File: config.mk
export PLATFORM = sky130hd
export DESIGN_NAME = comment_utf8_validator_core
export DESIGN_NICKNAME = d
export VERILOG_FILES = /design/src/hw/rtl/cuv_pkg.sv /design/src/hw/rtl/cuv_step.sv /design/src/hw/rtl/comment_utf8_validator_core.sv
export SDC_FILE = /design/constraint.sdc
export NUM_CORES = 1
export LEC_CHECK = 0
export BUFFER_PORTS_ARGS = -buffer_cell sky130_fd_sc_hd__buf_2
export CAP_MARGIN = 5
export CORE_MARGIN = 4
export CORE_UTILIZATION = 25
export CTS_CLUSTER_SIZE = 40
export DETAILED_ROUTE_END_ITERATION = 8
export SLEW_MARGIN = 20
export SYNTH_ARGS = -nofsm -noshare
export SYNTH_HDL_FRONTEND = slang
export SYNTH_SLANG_ARGS = --single-unit
File: constraint.sdc
create_clock -name i_clk -period 2.5 [get_ports i_clk]
set_clock_uncertainty 0.05 [all_clocks]
set_input_delay 0.75 -clock i_clk [delete_from_list [all_inputs] [get_ports i_clk]]
set_output_delay 0.75 -clock i_clk [all_outputs]
set_load 0.01 [all_outputs]
File: src/hw/rtl/cuv_pkg.sv
// ----------------------------------------------------------------------------
// cuv_pkg: shared types and constants of the comment UTF-8 validator
// Status codes, phase codes, byte constants and the sequence length decode.
// ----------------------------------------------------------------------------
`default_nettype none

package cuv_pkg;

    // status codes
    localparam logic [2:0] ST_OK         = 3'd0;
    localparam logic [2:0] ST_NO_EQUALS  = 3'd1;
    localparam logic [2:0] ST_BAD_NAME   = 3'd2;
    localparam logic [2:0] ST_BAD_LENGTH = 3'd3;
    localparam logic [2:0] ST_TRUNCATED  = 3'd4;
    localparam logic [2:0] ST_BAD_SEQ    = 3'd5;

    // phase codes
    localparam logic [1:0] PH_NAME  = 2'd0;
    localparam logic [1:0] PH_VALUE = 2'd1;
    localparam logic [1:0] PH_DONE  = 2'd2;

    // byte constants
    localparam logic [7:0] B_EQUALS    = 8'h3D;
    localparam logic [7:0] B_NAME_LO   = 8'h20;
    localparam logic [7:0] B_NAME_HI   = 8'h7D;
    localparam logic [7:0] B_LEAD_BAD  = 8'hFE;
    localparam logic [7:0] B_LEAD_E0   = 8'hE0;
    localparam logic [7:0] B_LEAD_ED   = 8'hED;
    localparam logic [7:0] B_LEAD_F0   = 8'hF0;
    localparam logic [7:0] B_LEAD_F4   = 8'hF4;
    localparam logic [7:0] B_CONT_LO   = 8'h80;
    localparam logic [7:0] B_CONT_HI   = 8'hBF;
    localparam logic [7:0] B_E0_LO     = 8'hA0;
    localparam logic [7:0] B_ED_HI     = 8'h9F;
    localparam logic [7:0] B_F0_LO     = 8'h90;
    localparam logic [7:0] B_F4_HI     = 8'h8F;
    localparam logic [6:0] B_OVERLONG2 = 7'h60; // 0xC0 and 0xC1 share these bits

    typedef struct packed {
        logic [1:0] phase;
        logic       name_bad;
        logic [2:0] seq_left;
        logic [7:0] seq_lead;
        logic       seq_bad;
        logic [2:0] first_err;
    } t_state;

    localparam t_state STATE_RESET = '{
        phase:     PH_NAME,
        name_bad:  1'b0,
        seq_left:  3'd0,
        seq_lead:  8'd0,
        seq_bad:   1'b0,
        first_err: ST_OK
    };

    // total sequence length from its lead byte
    function automatic logic [2:0] seq_total(input logic [7:0] lead);
        logic [2:0] total;
        if (lead < 8'hE0) begin
            total = 3'd2;
        end else if (lead < 8'hF0) begin
            total = 3'd3;
        end else if (lead < 8'hF8) begin
            total = 3'd4;
        end else if (lead < 8'hFC) begin
            total = 3'd5;
        end else begin
            total = 3'd6;
        end
        return total;
    endfunction

endpackage

`default_nettype wire

File: src/hw/rtl/cuv_step.sv
// ----------------------------------------------------------------------------
// cuv_step: per-byte state update
// Combinational next state and end-of-comment status for one byte.
// ----------------------------------------------------------------------------
`default_nettype none

module cuv_step (
    input  wire cuv_pkg::t_state i_state,
    input  wire logic [7:0]      i_data_byte,
    input  wire logic            i_last_byte,
    output cuv_pkg::t_state      o_state,
    output logic [2:0]           o_status
);
    import cuv_pkg::*;

    t_state     upd;
    logic [2:0] total_new;
    logic [2:0] total_open;
    logic [2:0] left_dec;
    logic       is_cont;
    logic       cont_ok;

    always_comb begin
        upd        = i_state;
        total_new  = seq_total(i_data_byte);
        total_open = seq_total(i_state.seq_lead);
        left_dec   = i_state.seq_left - 3'd1;
        is_cont    = (i_data_byte[7:6] == 2'b10);
        cont_ok    = is_cont;

        // first continuation byte of the special leads has a narrower range
        if (i_state.seq_left == total_open - 3'd1) begin
            if (i_state.seq_lead == B_LEAD_E0) begin
                cont_ok = i_data_byte inside {[B_E0_LO:B_CONT_HI]};
            end else if (i_state.seq_lead == B_LEAD_ED) begin
                cont_ok = i_data_byte inside {[B_CONT_LO:B_ED_HI]};
            end else if (i_state.seq_lead == B_LEAD_F0) begin
                cont_ok = i_data_byte inside {[B_F0_LO:B_CONT_HI]};
            end else if (i_state.seq_lead == B_LEAD_F4) begin
                cont_ok = i_data_byte inside {[B_CONT_LO:B_F4_HI]};
            end
        end

        case (i_state.phase)
            PH_NAME: begin
                if (i_data_byte == 8'd0) begin
                    upd.phase     = PH_DONE;
                    upd.first_err = ST_NO_EQUALS;
                end else if (i_data_byte == B_EQUALS) begin
                    if (i_state.name_bad) begin
                        upd.phase     = PH_DONE;
                        upd.first_err = ST_BAD_NAME;
                    end else begin
                        upd.phase = PH_VALUE;
                    end
                end else if (!(i_data_byte inside {[B_NAME_LO:B_NAME_HI]})) begin
                    upd.name_bad = 1'b1;
                end
            end
            PH_VALUE: begin
                if (i_state.seq_left == 3'd0) begin
                    if (!i_data_byte[7]) begin
                        // plain ASCII
                    end else if (is_cont || i_data_byte >= B_LEAD_BAD) begin
                        upd.phase     = PH_DONE;
                        upd.first_err = ST_BAD_LENGTH;
                    end else begin
                        upd.seq_lead = i_data_byte;
                        upd.seq_left = total_new - 3'd1;
                        upd.seq_bad  = (total_new == 3'd2 &&
                                        i_data_byte[7:1] == B_OVERLONG2) ||
                                       (total_new == 3'd4 && i_data_byte > B_LEAD_F4) ||
                                       (total_new >= 3'd5);
                    end
                end else begin
                    upd.seq_bad  = i_state.seq_bad | ~cont_ok;
                    upd.seq_left = left_dec;
                    if (left_dec == 3'd0 && upd.seq_bad) begin
                        upd.phase     = PH_DONE;
                        upd.first_err = ST_BAD_SEQ;
                    end
                end
            end
            default: begin
                // error latched: bytes ignored
            end
        endcase

        case (upd.phase)
            PH_NAME:  o_status = ST_NO_EQUALS;
            PH_VALUE: o_status = (upd.seq_left != 3'd0) ? ST_TRUNCATED : ST_OK;
            default:  o_status = upd.first_err;
        endcase

        o_state = i_last_byte ? STATE_RESET : upd;
    end

endmodule

`default_nettype wire

File: src/hw/rtl/comment_utf8_validator_core.sv
// Comment UTF-8 validator. Takes the bytes of one NAME=value comment, one
// byte per cycle, with i_last_byte on the final byte, and gives one status
// item for each comment on the final byte: 0 ok, 1 no '=', 2 bad name byte,
// 3 bad length marker, 4 truncated sequence, 5 invalid sequence. The first
// error found wins. Each byte goes through an input register, a single
// combinational state update and, for the final byte, the status register,
// so a byte can be taken every cycle and the status is registered when the
// final byte leaves the input register. Only a final byte waits on a status that
// has not yet been taken; other bytes keep flowing while the output is stalled.
// State returns to reset after every comment.
// ----------------------------------------------------------------------------
// comment_utf8_validator_core: top level
// Input register, validator state, status output register.
// ----------------------------------------------------------------------------
`default_nettype none

module comment_utf8_validator_core (
    input  wire logic       i_clk,
    input  wire logic       i_rst_n,
    input  wire logic       i_in_valid,
    output logic            o_in_stall,
    input  wire logic [7:0] i_data_byte,
    input  wire logic       i_last_byte,
    output logic            o_out_valid,
    input  wire logic       i_out_stall,
    output logic [2:0]      o_status
);
    import cuv_pkg::*;

    // input register
    logic       r_in_valid;
    logic [7:0] r_in_byte;
    logic       r_in_last;
    logic       n_in_valid;

    // validator state
    t_state     r_state;
    t_state     n_state;

    // status register
    logic       r_out_valid;
    logic [2:0] r_out_status;
    logic       n_out_valid;

    t_state     step_state;
    logic [2:0] step_status;
    logic       out_free;
    logic       fire;
    logic       in_accept;

    cuv_step u_step (
        .i_state     (r_state),
        .i_data_byte (r_in_byte),
        .i_last_byte (r_in_last),
        .o_state     (step_state),
        .o_status    (step_status)
    );

    // status slot is free if empty or being taken this cycle
    assign out_free  = !r_out_valid || !i_out_stall;
    // a held byte moves on unless it is a final byte with nowhere to go
    assign fire      = r_in_valid && (!r_in_last || out_free);
    assign o_in_stall = r_in_valid && !fire;
    assign in_accept = i_in_valid && !o_in_stall;

    always_comb begin
        n_in_valid = r_in_valid;
        if (in_accept) begin
            n_in_valid = 1'b1;
        end else if (fire) begin
            n_in_valid = 1'b0;
        end

        n_state = r_state;
        if (fire) begin
            n_state = step_state;
        end

        n_out_valid = r_out_valid;
        if (fire && r_in_last) begin
            n_out_valid = 1'b1;
        end else if (!i_out_stall) begin
            n_out_valid = 1'b0;
        end
    end

    always_ff @(posedge i_clk) begin
        if (!i_rst_n) begin
            r_in_valid  <= 1'b0;
            r_out_valid <= 1'b0;
            r_state     <= STATE_RESET;
        end else begin
            r_in_valid  <= n_in_valid;
            r_out_valid <= n_out_valid;
            r_state     <= n_state;
        end
    end

    always_ff @(posedge i_clk) begin
        if (in_accept) begin
            r_in_byte <= i_data_byte;
            r_in_last <= i_last_byte;
        end
        if (fire && r_in_last) begin
            r_out_status <= step_status;
        end
    end

    assign o_out_valid = r_out_valid;
    assign o_status    = r_out_status;

    // ------------------------------------------------------------------------
    // assertions
    // ------------------------------------------------------------------------
    a_status_range: assert property (@(posedge i_clk) disable iff (!i_rst_n)
        o_out_valid |-> (o_status <= ST_BAD_SEQ))
        else $error("status code out of range");

    a_seq_in_value: assert property (@(posedge i_clk) disable iff (!i_rst_n)
        (r_state.seq_left != 3'd0) |-> (r_state.phase == PH_VALUE))
        else $error("open sequence outside value phase");

    a_last_gives_status: assert property (@(posedge i_clk) disable iff (!i_rst_n)
        (fire && r_in_last) |=> (o_out_valid && r_state == STATE_RESET))
        else $error("final byte did not give a status and clear state");

    a_stall_only_held: assert property (@(posedge i_clk) disable iff (!i_rst_n)
        o_in_stall |-> (r_in_valid && r_in_last && r_out_valid))
        else $error("input stalled without a held final byte");

endmodule

`default_nettype wire

Word-level counts from Yosys, hierarchy flattened

Cells that the tools add are included.

Register bits after elaboration: 32
Input bits: 13
Output and inout port bits: 5
Word-level logic and storage cells: 134

$add $sub $neg: 3
Magnitude comparators: 19
Equal/unequal tests: 19
Multiplexer cells: 44
Bitwise logic cells: 2
Reduce and logical (&&, ||, !) cells: 36

Operators by type and width:

| cell                | count |
|---|---|
| $lt 8x8->1 const B  | 8 |
| $mux 3              | 13 |
| $eq 8x8->1 const B  | 4 |
| $ge 8x8->1 const B  | 4 |
| $le 8x8->1 const B  | 3 |
| $mux 12             | 2 |
| $mux 18             | 1 |
| $mux 2              | 9 |
| $mux 15             | 1 |
| $mux 1              | 13 |
| $logic_and 1x1->1   | 12 |
| $pmux 3 s2          | 2 |
| $reduce_and 5->1    | 2 |
| $reduce_bool 2->1   | 5 |
| $sub 3x1->3 const B | 3 |
| $eq 8x6->1 const B  | 1 |
| $ge 8x6->1 const B  | 1 |
| $gt 8x8->1 const B  | 1 |
| $le 8x7->1 const B  | 1 |
| $logic_not 8->1     | 1 |
| $mux 8              | 1 |
| $ne 2x2->1 const B  | 4 |
| $eq 7x7->1 const B  | 1 |
| $logic_not 3->1     | 2 |
| 17 further kinds    | 28 |

Logic depth before layout (Yosys ltp)

Gate-level depths: netlist of the first run.

Word-level depth: 17
Gate-level depth with buffers: 10
Gate-level depth less buffers: 9

Cells and area by module

From an unflattened synthesis of the first run, not the netlist that was laid out.

Cells, all modules: 249
Area, all modules: 2213.4 sq um

By module, submodules not included:

| module                      | instances | cells each | area each (sq um) | sequential area each (sq um) |
|---|---|---|---|---|
| comment_utf8_validator_core | 1         | 101        | 1182.4            | 760.7 |
| cuv_step                    | 1         | 148        | 1031.0            | 0.0 |

Worst setup path before layout of the first run

No wires, ideal clock.

Kind: reg-to-reg
Start: register r_state[6] (netlist name)
End: register r_out_status[2] (netlist: o_status[2]), data pin
Setup time: 0.277 ns
Arrival: 2.054 ns
Data required time: 2.173 ns
Slack: 0.119 ns
Cell stages (with the launch flop): 10
Clock period less this slack: 2.381 ns
Cell sequence: dfxtp_1 > nand2b_1 > a21o_1 > ha_1 > xor2_2 > a2111o_1 > a221oi_2 > o211ai_1 > o211ai_1 > o211ai_1

Word-level cells in the longest chain between the ends: 16
Elaborated cells between the ends (all ways): 31
Classes of those cells: add/sub (1); order compare (4); eq/ne (6); mux (16); bitwise (2); reduce/logical (2)

Ends and longest elaborated chain:

| item                                                 | line                               | source |
|---|---|---|
| from (decl)                                          | comment_utf8_validator_core.sv:37  | `t_state r_state;` |
| from (signal assigned)                               | comment_utf8_validator_core.sv:95  | `r_state <= n_state;` |
| $lt 8x8->1                                           | cuv_pkg.sv:66                      | `end else if (lead < 8'hFC) begin` |
| $mux 2                                               | cuv_pkg.sv:66                      |  |
| $mux 3                                               | cuv_pkg.sv:64                      | `end else if (lead < 8'hF8) begin` |
| $mux 3                                               | cuv_pkg.sv:62                      | `end else if (lead < 8'hF0) begin` |
| $mux 3                                               | cuv_pkg.sv:60                      | `if (lead < 8'hE0) begin` |
| $sub 3x1->3                                          | cuv_step.sv:32                     | `if (i_state.seq_left == total_open - 3'd1) begin` |
| $eq 3x3->1                                           | cuv_step.sv:32                     |  |
| $mux 1 (*)                                           | cuv_step.sv:32                     |  |
| $not 1->1 (*)                                        | cuv_step.sv:76                     | `upd.seq_bad = i_state.seq_bad \| ~cont_ok;` |
| $or 1x1->1 (*)                                       | cuv_step.sv:76                     |  |
| $logic_and 1x1->1 (*)                                | cuv_step.sv:78                     | `if (left_dec == 3'd0 && upd.seq_bad) begin` |
| $mux 2                                               | cuv_step.sv:78                     |  |
| $mux 2                                               | cuv_step.sv:61                     | `if (i_state.seq_left == 3'd0) begin` |
| $pmux 2 s2                                           | cuv_step.sv:44                     | `case (i_state.phase)` |
| $eq 2x1->1 / $logic_not 2->1 (equally long branches) | cuv_step.sv:89                     | `case (upd.phase)` |
| $pmux 3 s2 (*)                                       | cuv_step.sv:89                     |  |
| net step_status[2]                                   | comment_utf8_validator_core.sv:46  | `logic [2:0] step_status;` |
| to (signal assigned)                                 | comment_utf8_validator_core.sv:105 | `r_out_status <= step_status;` |
| to (decl)                                            | comment_utf8_validator_core.sv:42  | `logic [2:0] r_out_status;` |

Mark *: on every way through the listed nets, which the timed path passes. The rest lies on a longest branch.
A chain may end at the register's enable or synchronous reset.

Worst setup path after layout of the first run

Start: register r_state[6] (netlist name)
End: register r_out_status[1] (netlist: o_status[1]), data pin

The elaborated chain is that of the path after synthesis.

==> impl_metrics.csv, run 1 <==
group,metric,value,unit
synth,ys_types,53,
timing,maxSlewHeadroom,68.6,%
worst_setup_path,cp_data_arrival_time,2.40,ns
placed_design,port_buffers,17,
worst_setup_path,crit_required,2.47,ns
floorplan,coreArea,6940,µm²
timing,clock.fmax,412,MHz
clock_tree,root_buffer,"clkbuf_8",
worst_setup_path,path_buf_inv,1,
synth,synth_compound_area_share,24.5,%
drt,vias,1613,
clock_tree,hold_buffers,0,
synth,synth_top_family_by_area,"compound AO/OA/AOI/OAI gates",
timing,finalHoldViolCount,0,
power_and_ir_drop,p_int,0.783,mW
timing,holdWs,0.430,ns
cells_and_area,fillers,728,
timing,rsz0062_at_grt,"yes",
power_and_ir_drop,p_seq_share,55.8,%
hold_path,hold_path.class,"reg2reg",
worst_setup_path,path_class,"reg2reg",
worst_setup_path,path_cells,"nand2b_4 > a21o_1 > ha_4 > xnor2_2 > or4_4 > a221oi_4 > o211ai_1 > buf_4 > nand2_4 > nor3_2",
clock_tree,cts_made_buffers,5,
drt,drtIter0Drc,59,
timing,setup_tns,0,ns
run,drv_cap,0,
power_and_ir_drop,p_sw_share,22.6,%
grt,grt.total_usage,10.2,%
power_and_ir_drop,p_sw,0.229,mW
floorplan,initial_utilization,26.4,%
power_and_ir_drop,p_total,1.01,mW
synth,synth_xor_area_share,1.36,%
clock_tree,clk_latency,0.28,ns
timing,fin_crit_sh,97.1,%
floorplan,die_w,93.7,µm
cells_and_area,drive_gt1_share,28.7,%
floorplan,fp-row-count,30,
drt,routedWlPerCell,13.1,µm
synth,postSynthRegisterBits,32,
synth,syn_nets,218,
synth,synth-seq-area-share,41.4,%
floorplan,die_h,93.7,µm
power_and_ir_drop,power_leakage,0.789,nW
synth,muxShareOfSynthArea,0,%
worst_setup_path,end_kind,"flip-flop",
synth,synth_fa_ha_area_share,4.77,%
worst_setup_path,startpoint_type,"flip-flop",
cells_and_area,fin_util,32.8,%
synth,synth_flop_cell,"dfxtp_1",
placed_design,dp.final_hpwl,3.21,mm
grt,grt_start_max_net_pins,23,
clock_tree,clockBufferDepth,2,
cells_and_area,final_area,2280,µm²
grt,grt_pass1_wl,7.16,mm
run_status,status,"complete, no violations",
clock_tree,cts_sinks,32,
synth,netlist_area,1840,µm²
drt,drt-total-wl,4.27,mm
grt,grt_antenna_before_repair,0,
timing,period_minus_slack,2.43,ns
power_and_ir_drop,powerDensity,444,nW/µm²
worst_setup_path,crit_fanout,4,
drt,firstDrtPassIters,4,
grt,grt-ovfl-total,0,
synth,yosys_warnings,0,
cells_and_area,antenna_cells,0,
placed_design,gp_congestion,0.856,
power_and_ir_drop,pwr-share-clk,35.9,%
floorplan,die-area,8780,µm²
drt,drc,0,
power_and_ir_drop,ir_worst_vdd,0.000252,V
synth,synth-simple-area-share,22.8,%
timing,slew_viol_final,0,
grt,grt_pass1_vias,1575,
clock_tree,h-tree-depth,2,
synth,synth-edff-count,12,
worst_setup_path,cp_slowest_cell,"or4_4",
cells_and_area,syn_to_final_growth,24.1,%
power_and_ir_drop,power_frac_comb,8.3,%
drt,via_per_inst,4.95,
cells_and_area,finalNetCount,249,
clock_tree,cts.clk_slew.worst_paths,0.06,ns
floorplan,pin_count,18,
clock_tree,cts_tree,"done",
synth,avgSynthCellArea,9.27,µm²
synth,syn-instance-count,198,
placed_design,place_area,2120,µm²
synth,async_reset_ff_share,0,%
drt,detail-route-antenna-nets,0,
worst_setup_path,slowest_delay,0.43,ns
timing,tightest_slew,0.470,ns
worst_setup_path,crit_family,"simple AND/OR/NAND/NOR gates",
timing,setup_viol,0,
==> registers in the layout (all words and copies together) (netlist names) <==
signal / cells
o_out_valid: 1
o_status: 3
r_in_byte: 8
r_in_last: 1
r_in_valid: 1
r_state: 18
==> cells by family after synthesis <==
kind of cell,Yosys count
and+or+nand+nor,75
AOI/OAI and AO/OA,61
DFF,32
buffers and inverters,21
adders and majority gates,7
xor gates and xnor gates,2
==> metrics by stage <==
stage               std cells  setup WS, ns
finish                    326        0.0719
global route              326       -0.0412
CTS                       326       0.00413
detailed placement        318    -0.0000344
global placement          318        0.0372
floorplan                 198         0.119
==> placed cells by master, fill, tap and decap left out, drive strengths merged, types with 5 or more instances in the layout <==
cell    count
a21oi      10
a22oi       9
buf        35
clkbuf      7
dfxtp      20
edfxtp     12
ha          7
inv        10
nand2      15
nand3      13
nor2        8
nor2b      14
o211ai      5
o21ai       9
==> timing repair <==
item	in CTS	in global routing
setup endpoints to repair	1	8
setup buffers	0	0
pin swaps	3	4
gates resized for setup	4	15
==> worst paths after layout <==
kind              slack, ns  depth (start not counted)     endpoint  startpoint
setup / recovery       0.07                         10  o_status[1]  r_state[6]
hold / removal         0.43                          2   r_state[3]  r_state[3]
setup reg to reg       0.07                         10  o_status[1]  r_state[6]
hold reg to reg        0.43                          2   r_state[3]  r_state[3]
==> power by group through the flow <==
stage                     combinational, mW  clock [mW]  sequential [mW]
final                                0.0843       0.363            0.564
after global routing                 0.0939       0.407            0.565
after CTS                            0.0836       0.378            0.565
after detailed placement             0.0833           0            0.576
after global placement               0.0826           0            0.576
after floorplan                      0.0494           0            0.572
==> synth_stat cells, types with 4 or more instances <==
master | n | area share (%)
clkbuf_1 | 5 | 1.0
ha_1 | 7 | 4.8
nand3_1 | 13 | 3.5
inv_1 | 10 | 2.0
nor2b_1 | 14 | 4.8
a22oi_1 | 9 | 3.7
dfxtp_1 | 20 | 22
nor2_1 | 8 | 1.6
nand2_1 | 15 | 3.1
edfxtp_1 | 12 | 20
a21oi_1 | 9 | 2.5
o211ai_1 | 5 | 2.0
a211oi_1 | 4 | 1.6
o21ai_0 | 6 | 1.6
nand2b_1 | 4 | 1.4
nand4_1 | 4 | 1.4
buf_2 | 5 | 1.4
a31oi_1 | 4 | 1.4
==> worst reg2reg max path, stage by stage (launching register included) <==
cell and delay, ns:
dfxtp_2 0.34, nand2b_4 0.14, a21o_1 0.21, ha_4 0.25, xnor2_2 0.12, or4_4 0.43
a221oi_4 0.22, o211ai_1 0.14, buf_4 0.20, nand2_4 0.06, nor3_2 0.04
==> cell type report <==
| cell class | instances | area (µm²) | share of cell area [%] |
|---|---|---|---|
| clock inverter | 1 | 3.75 | 0.165 |
| multi-input combinational | 145 | 1050 | 46.0 |
| sequential | 32 | 771 | 33.8 |
| tap | 96 | 120 | 5.27 |
| inverter | 10 | 37.5 | 1.65 |
| clock buffer | 7 | 76.3 | 3.35 |
| timing repair buffer | 35 | 220 | 9.67 |
==> routing by layer <==
layer / vias to the layer above / global-route usage (%) / routed length [µm]
met5: - / 0 / 0
met3: 14 / 1.92 / 145
met2: 38 / 15.4 / 1990
li1: 801 / - / -
met4: 0 / 6.86 / 153
met1: 760 / 13.1 / 1980
Note: power is estimated with default switching activity, not from simulation.
==> run 2, diff against run 1 <==
--- a/config.mk
+++ b/config.mk
@@ -11,6 +11,7 @@
 export CORE_UTILIZATION = 25
 export CTS_CLUSTER_SIZE = 40
 export DETAILED_ROUTE_END_ITERATION = 8
+export RECOVER_POWER = 25
 export SLEW_MARGIN = 20
 export SYNTH_ARGS = -nofsm -noshare
 export SYNTH_HDL_FRONTEND = slang
==> run 2 against run 1 <==
Effect of this change:
- clock power about the same
- non-clock buffer count unchanged
- core utilization about the same
==> impl_metrics.csv, run 2 (synthesis results as in run 1) <==
group,metric,value,unit
placed_design,place_inst,318,
timing,holdWs,0.430,ns
timing,setup_viol,0,
cells_and_area,finalNetCount,249,
drt,detail-route-antenna-nets,0,
run,drv_cap,0,
clock_tree,cts_tree,"done",
floorplan,initial_utilization,26.4,%
grt,grt.total_usage,10.2,%
timing,tightest_slew,0.908,ns
drt,vias,1614,
cells_and_area,syn_to_final_growth,24.0,%
worst_setup_path,cp_data_arrival_time,2.40,ns
placed_design,dp.final_hpwl,3.21,mm
cells_and_area,antenna_cells,0,
worst_setup_path,crit_required,2.47,ns
cells_and_area,final_common_cell,"buf_4",
clock_tree,root_buffer,"clkbuf_8",
power_and_ir_drop,power_leakage,0.787,nW
cells_and_area,regArea,771,µm²
timing,worst_slack,0.0747,ns
floorplan,coreArea,6940,µm²
clock_tree,h-tree-depth,2,
floorplan,die_w,93.7,µm
cells_and_area,largestRegisters,"r_state x18, r_in_byte x8, o_status x3",
clock_tree,cts_made_buffers,5,
drt,drt-total-wl,4.26,mm
grt,grt_pass1_wl,7.16,mm
floorplan,pin_count,18,
worst_setup_path,r2r-start,"r_state[6]",
timing,clock.fmax,412,MHz
placed_design,port_buffers,17,
timing,slew_viol_final,0,
cells_and_area,drive_gt1_share,28.3,%
placed_design,gp_congestion,0.856,
cells_and_area,final_area,2280,µm²
timing,setup_tns,0,ns
grt,grt_antenna_before_repair,0,
power_and_ir_drop,powerDensity,444,nW/µm²
run_status,status,"complete, no violations",
grt,grt_pass1_vias,1575,
clock_tree,cts_sinks,32,
clock_tree,clk_latency,0.28,ns
clock_tree,clockBufferDepth,2,
drt,firstDrtPassIters,4,
drt,drtIter0Drc,60,
worst_setup_path,startpoint_type,"flip-flop",
worst_setup_path,end_kind,"flip-flop",
drt,drc,0,
drt,via_per_inst,4.95,
drt,routedWlPerCell,13.1,µm
cells_and_area,stdcell_count,326,
timing,maxSlewHeadroom,39.5,%
worst_setup_path,path_class,"reg2reg",
hold_path,hold_path.class,"reg2reg",
power_and_ir_drop,p_total,1.01,mW
hold_path,worstHoldStart,"r_state[3]",
cells_and_area,fillers,729,
timing,period_minus_slack,2.43,ns
power_and_ir_drop,ir_worst_vdd,0.000252,V
placed_design,place_area,2120,µm²
floorplan,die-area,8780,µm²
floorplan,die_h,93.7,µm
timing,finalHoldViolCount,0,
cells_and_area,layout_common_cells,"buf_4 (18), buf_2 (16), nand2_1 (14), nor2b_1 (14), dfxtp_1 (14)",
cells_and_area,multi_input_area,1050,µm²
placed_design,post-place-ws,-0.0000344,ns
worst_setup_path,crit_start,"r_state[6]",
cells_and_area,largest_reg_flops,18,
cells_and_area,fin_util,32.8,%
cells_and_area,largest_register,"r_state",
timing,rsz0062_at_grt,"yes",
grt,grt_start_max_net_pins,23,
timing,fin_crit_sh,97.0,%
floorplan,fp-row-count,30,
worst_setup_path,crit_fanout,4,
grt,grt-ovfl-total,0,
clock_tree,cts.clk_slew.worst_paths,0.07,ns
[run 2: routing by layer]
layer  GRT usage, %  routed length, µm  vias up
li1               -                  -      800
met1           13.1               1930      758
met2           15.4               2000       42
met3           1.92                164       14
met4           6.86                160        0
met5              0                  0        -
[run 2: layout make-up]
type	instances	share of cell area, %
clock inverter	1	0.165
tap	96	5.28
sequential	32	33.9
inverter	10	1.65
timing repair buffer	35	9.62
clock buffer	7	3.35
multi-input combinational	145	46.1
[run 2: final timing paths]
path,end,slack [ns],depth (start not counted)
worst max-delay path,o_status[1],0.07,10
worst min-delay path,r_state[3],0.43,2
worst max register to register,o_status[1],0.07,10
worst min register to register,r_state[3],0.43,2
[run 2: power by group]
group / total [mW] / switching (mW) / internal (mW)
Combinational: 0.0845 / 0.0477 / 0.0368
Clock: 0.363 / 0.170 / 0.193
Sequential: 0.564 / 0.0114 / 0.553
[run 2: repair_timing]
item                                    4_1_cts  5_1_grt
endpoints found under the setup margin        1        8
buffers inserted                              0        0
pin swaps                                     3        4
hold buffers                                  0        0
resized for setup                             4       15
[run 2: critical path, stage by stage, from the launching register on]
cell	delay, ns
dfxtp_2	0.34
nand2b_4	0.13
a21o_1	0.21
ha_4	0.25
xnor2_2	0.12
or4_4	0.43
a221oi_4	0.22
o211ai_1	0.14
buf_4	0.20
nand2_4	0.06
nor3_2	0.04
==> run 3, diff against run 2 <==
--- a/config.mk
+++ b/config.mk
@@ -15,4 +15,5 @@
 export SLEW_MARGIN = 20
 export SYNTH_ARGS = -nofsm -noshare
 export SYNTH_HDL_FRONTEND = slang
+export SYNTH_HIERARCHICAL = 1
 export SYNTH_SLANG_ARGS = --single-unit
==> run 3 against run 2 <==
Effect of this change:
- the flow now finishes with violations (setup timing)
- fmax shrank 3.2%
- sequential power is essentially flat
- synthesized cell count grew 26%
- global-route usage grew 0.71 points
- wire length rose by 27%
- power up 4.9%
- die area increased by 19%
- cell count is 23% higher
- sequential cell count unchanged
- critical path type unchanged
==> impl_metrics.csv, run 3 <==
group,metric,value,unit
hold_path,worst_hold_path.endpoint,"o_out_valid",
synth,syn-instance-count,249,
clock_tree,root_buffer,"clkbuf_8",
worst_setup_path,reg2reg_depth,12,
synth,synthTopCellsByCount,"nand2_1 (41), nor2_1 (21), dfxtp_1 (20), mux2i_1 (20), a21oi_1 (15)",
placed_design,dp.final_hpwl,3.81,mm
worst_setup_path,slowest_delay,0.37,ns
clock_tree,hold_buffers,0,
cells_and_area,layout_common_cells,"nand2_1 (41), buf_4 (31), nor2_1 (21), mux2i_1 (20), buf_2 (17)",
synth,synth.most_common_cell,"nand2_1",
grt,grt_pass1_vias,1879,
placed_design,port_buffers,17,
worst_setup_path,reg2reg_slack,-0.007,ns
synth,synth-seq-area-share,34.4,%
clock_tree,cts_tree,"done",
run,drv_cap,0,
synth,async_reset_ff_share,0,%
drt,drtIter0Drc,77,
timing,rsz0062_at_grt,"yes",
floorplan,die_w,102,µm
synth,yosys-top-cells-area,"dfxtp_1 (18%), edfxtp_1 (16%), mux2i_1 (9.0%)",
timing,fin_crit_sh,100,%
worst_setup_path,end_kind,"flip-flop",
drt,drt-total-wl,5.40,mm
clock_tree,clockBufferDepth,2,
timing,setup_tns,-0.00987,ns
synth,synth_top_area_share,18.1,%
power_and_ir_drop,power_leakage,1.03,nW
grt,grt_start_max_net_pins,39,
clock_tree,cts_made_buffers,5,
power_and_ir_drop,pwr-share-clk,36.5,%
worst_setup_path,reg2reg_to,"r_state[1]",
clock_tree,cts.clk_slew.worst_paths,0.07,ns
timing,worst_slack,-0.00652,ns
synth,avgSynthCellArea,8.89,µm²
clock_tree,clk_latency,0.28,ns
drt,vias,1986,
floorplan,pin_count,18,
drt,drc,0,
power_and_ir_drop,power_frac_comb,10.4,%
floorplan,fp-row-count,34,
worst_setup_path,path_buf_inv,1,
synth,netlist.top_cell.by_area,"dfxtp_1",
grt,grt_antenna_before_repair,0,
floorplan,initial_utilization,25.5,%
worst_setup_path,cp_data_arrival_time,2.68,ns
synth,yosys_warnings,6,
power_and_ir_drop,ir_worst_vdd,0.000259,V
drt,detail-route-antenna-nets,0,
power_and_ir_drop,p_sw_share,25.7,%
worst_setup_path,startpoint_type,"flip-flop",
cells_and_area,largest_reg_flops,18,
floorplan,coreArea,8680,µm²
placed_design,place_inst,385,
cells_and_area,stdcell_count,401,
timing,tightest_slew,0.885,ns
synth,synth_flop_cell,"dfxtp_1",
hold_path,hold_depth,2,
grt,grt_pass1_wl,9.09,mm
placed_design,gp_congestion,0.851,
cells_and_area,final_common_cell,"nand2_1",
clock_tree,h-tree-depth,2,
floorplan,die-area,10400,µm²
worst_setup_path,crit_family,"compound AO/OA/AOI/OAI gates",
worst_setup_path,cp_slowest_cell,"o32a_4",
cells_and_area,antenna_cells,0,
synth,syn_nets,269,
worst_setup_path,crit_fanout,3,
timing,setup_viol,2,
cells_and_area,syn_to_final_growth,25.0,%
timing,finalHoldViolCount,0,
synth,synth-edff-count,12,
power_and_ir_drop,p_seq_share,53.1,%
grt,grt-ovfl-total,0,
synth,postSynthRegisterBits,32,
timing,period_minus_slack,2.51,ns
synth,ys_types,67,
timing,maxSlewHeadroom,41.0,%
run_status,violations,"setup timing",
cells_and_area,finalNetCount,312,
cells_and_area,largest_register,"r_state",
worst_setup_path,r2r-start,"r_state[6]",
cells_and_area,largestRegisters,"r_state x18, r_in_byte x8, o_status x3",
worst_setup_path,crit_path_frequent_cell,"a21o_1",
drt,firstDrtPassIters,6,
hold_path,worstHoldStart,"r_in_valid",
power_and_ir_drop,p_int,0.788,mW
timing,clock.fmax,399,MHz
hold_path,hold_path.class,"reg2reg",
power_and_ir_drop,powerDensity,383,nW/µm²
power_and_ir_drop,p_sw,0.273,mW
run_status,status,"finished, violations left",
worst_setup_path,path_class,"reg2reg",
timing,slew_viol_final,0,
clock_tree,cts_sinks,32,
floorplan,die_h,102,µm
drt,via_per_inst,4.95,
worst_setup_path,crit_required,2.67,ns
power_and_ir_drop,p_total,1.06,mW
grt,grt.total_usage,10.9,%
synth,netlist_area,2210,µm²
cells_and_area,drive_gt1_share,33.1,%
worst_setup_path,path_cells,"nand2b_1 > a21o_1 > ha_4 > xor2_2 > and4_4 > o32a_4 > a21bo_4 > buf_4 > a21o_1 > a21oi_2 > nand2_1 > mux2i_1",
drt,routedWlPerCell,13.5,µm
run 3: worst max path at each step:
stage | startpoint | end | slack, ns | depth (start not counted)
floorplan | r_state[6] | o_status[2] | 0.01 | 9
global placement | r_state[6] | o_status[2] | 0.02 | 9
detailed placement | r_state[10] | o_status[2] | -0.16 | 10
CTS | r_state[6] | o_status[2] | -0.06 | 10
global route | r_state[9] | o_status[2] | -0.18 | 10
finish | r_state[6] | r_state[1] | -0.007 | 12
run 3: routing by layer:
layer,global-route usage (%),vias to the layer above,part of all wire (%)
met2,18.6,35,49
met5,0,-,0
met3,2.25,11,3.4
met4,3.53,0,1.5
li1,-,994,-
met1,13.8,946,46
run 3: logic make-up after synthesis:
kind of cell             after synthesis  share of synthesized area, %
AO/OA/AOI/OAI                         64                          22.3
multiplexers                          20                          9.04
AND/OR/NAND/NOR                       99                          22.7
flip-flops                            32                          34.4
adder cells (fa/ha/maj)                7                          3.96
buffers and inverters                 25                          6.78
XOR/XNOR                               2                         0.792
run 3: cell type report:
type | instances | area (µm²)
Fill cell | 929 | 5910
Multi-Input combinational cell | 192 | 1400
Sequential cell | 32 | 771
Timing Repair Buffer | 51 | 344
Tap cell | 108 | 135
Clock buffer | 5 | 68.8
Inverter | 10 | 37.5
Clock inverter | 3 | 13.8
run 3: what timing repair did:
action | 4_1_cts | 5_1_grt
setup buffers | 3 | 5
gates resized for setup | 14 | 11
setup endpoints to repair | 4 | 8
gates cloned | 0 | 0
pin swaps | 4 | 7
run 3: tightest hold or removal path: stages, from the launching register on:
cell,delay (ns)
dfxtp_1,0.32
nand2_1,0.07
a21boi_1,0.06
run 3: metrics by stage:
step / util (%) / hold WS (ns) / worst slack (ns) / cell area [µm²]
after global placement: 29.0 / 0.418 / 0.0162 / 2520
after global routing: 31.9 / 0.458 / -0.184 / 2770
final: 31.9 / 0.445 / -0.00652 / 2770
after floorplan: - / 0.393 / 0.0104 / 2210
after CTS: 31.0 / 0.441 / -0.0616 / 2690
after detailed placement: 29.0 / 0.432 / -0.162 / 2520
run 3: power by group through the flow:
stage                     Clock (mW)  Combinational (mW)  Sequential [mW]
after floorplan                    0              0.0722            0.573
after global placement             0               0.102            0.575
after detailed placement           0               0.103            0.576
after CTS                      0.401               0.106            0.564
after global routing           0.426               0.121            0.564
final                          0.388               0.110            0.563
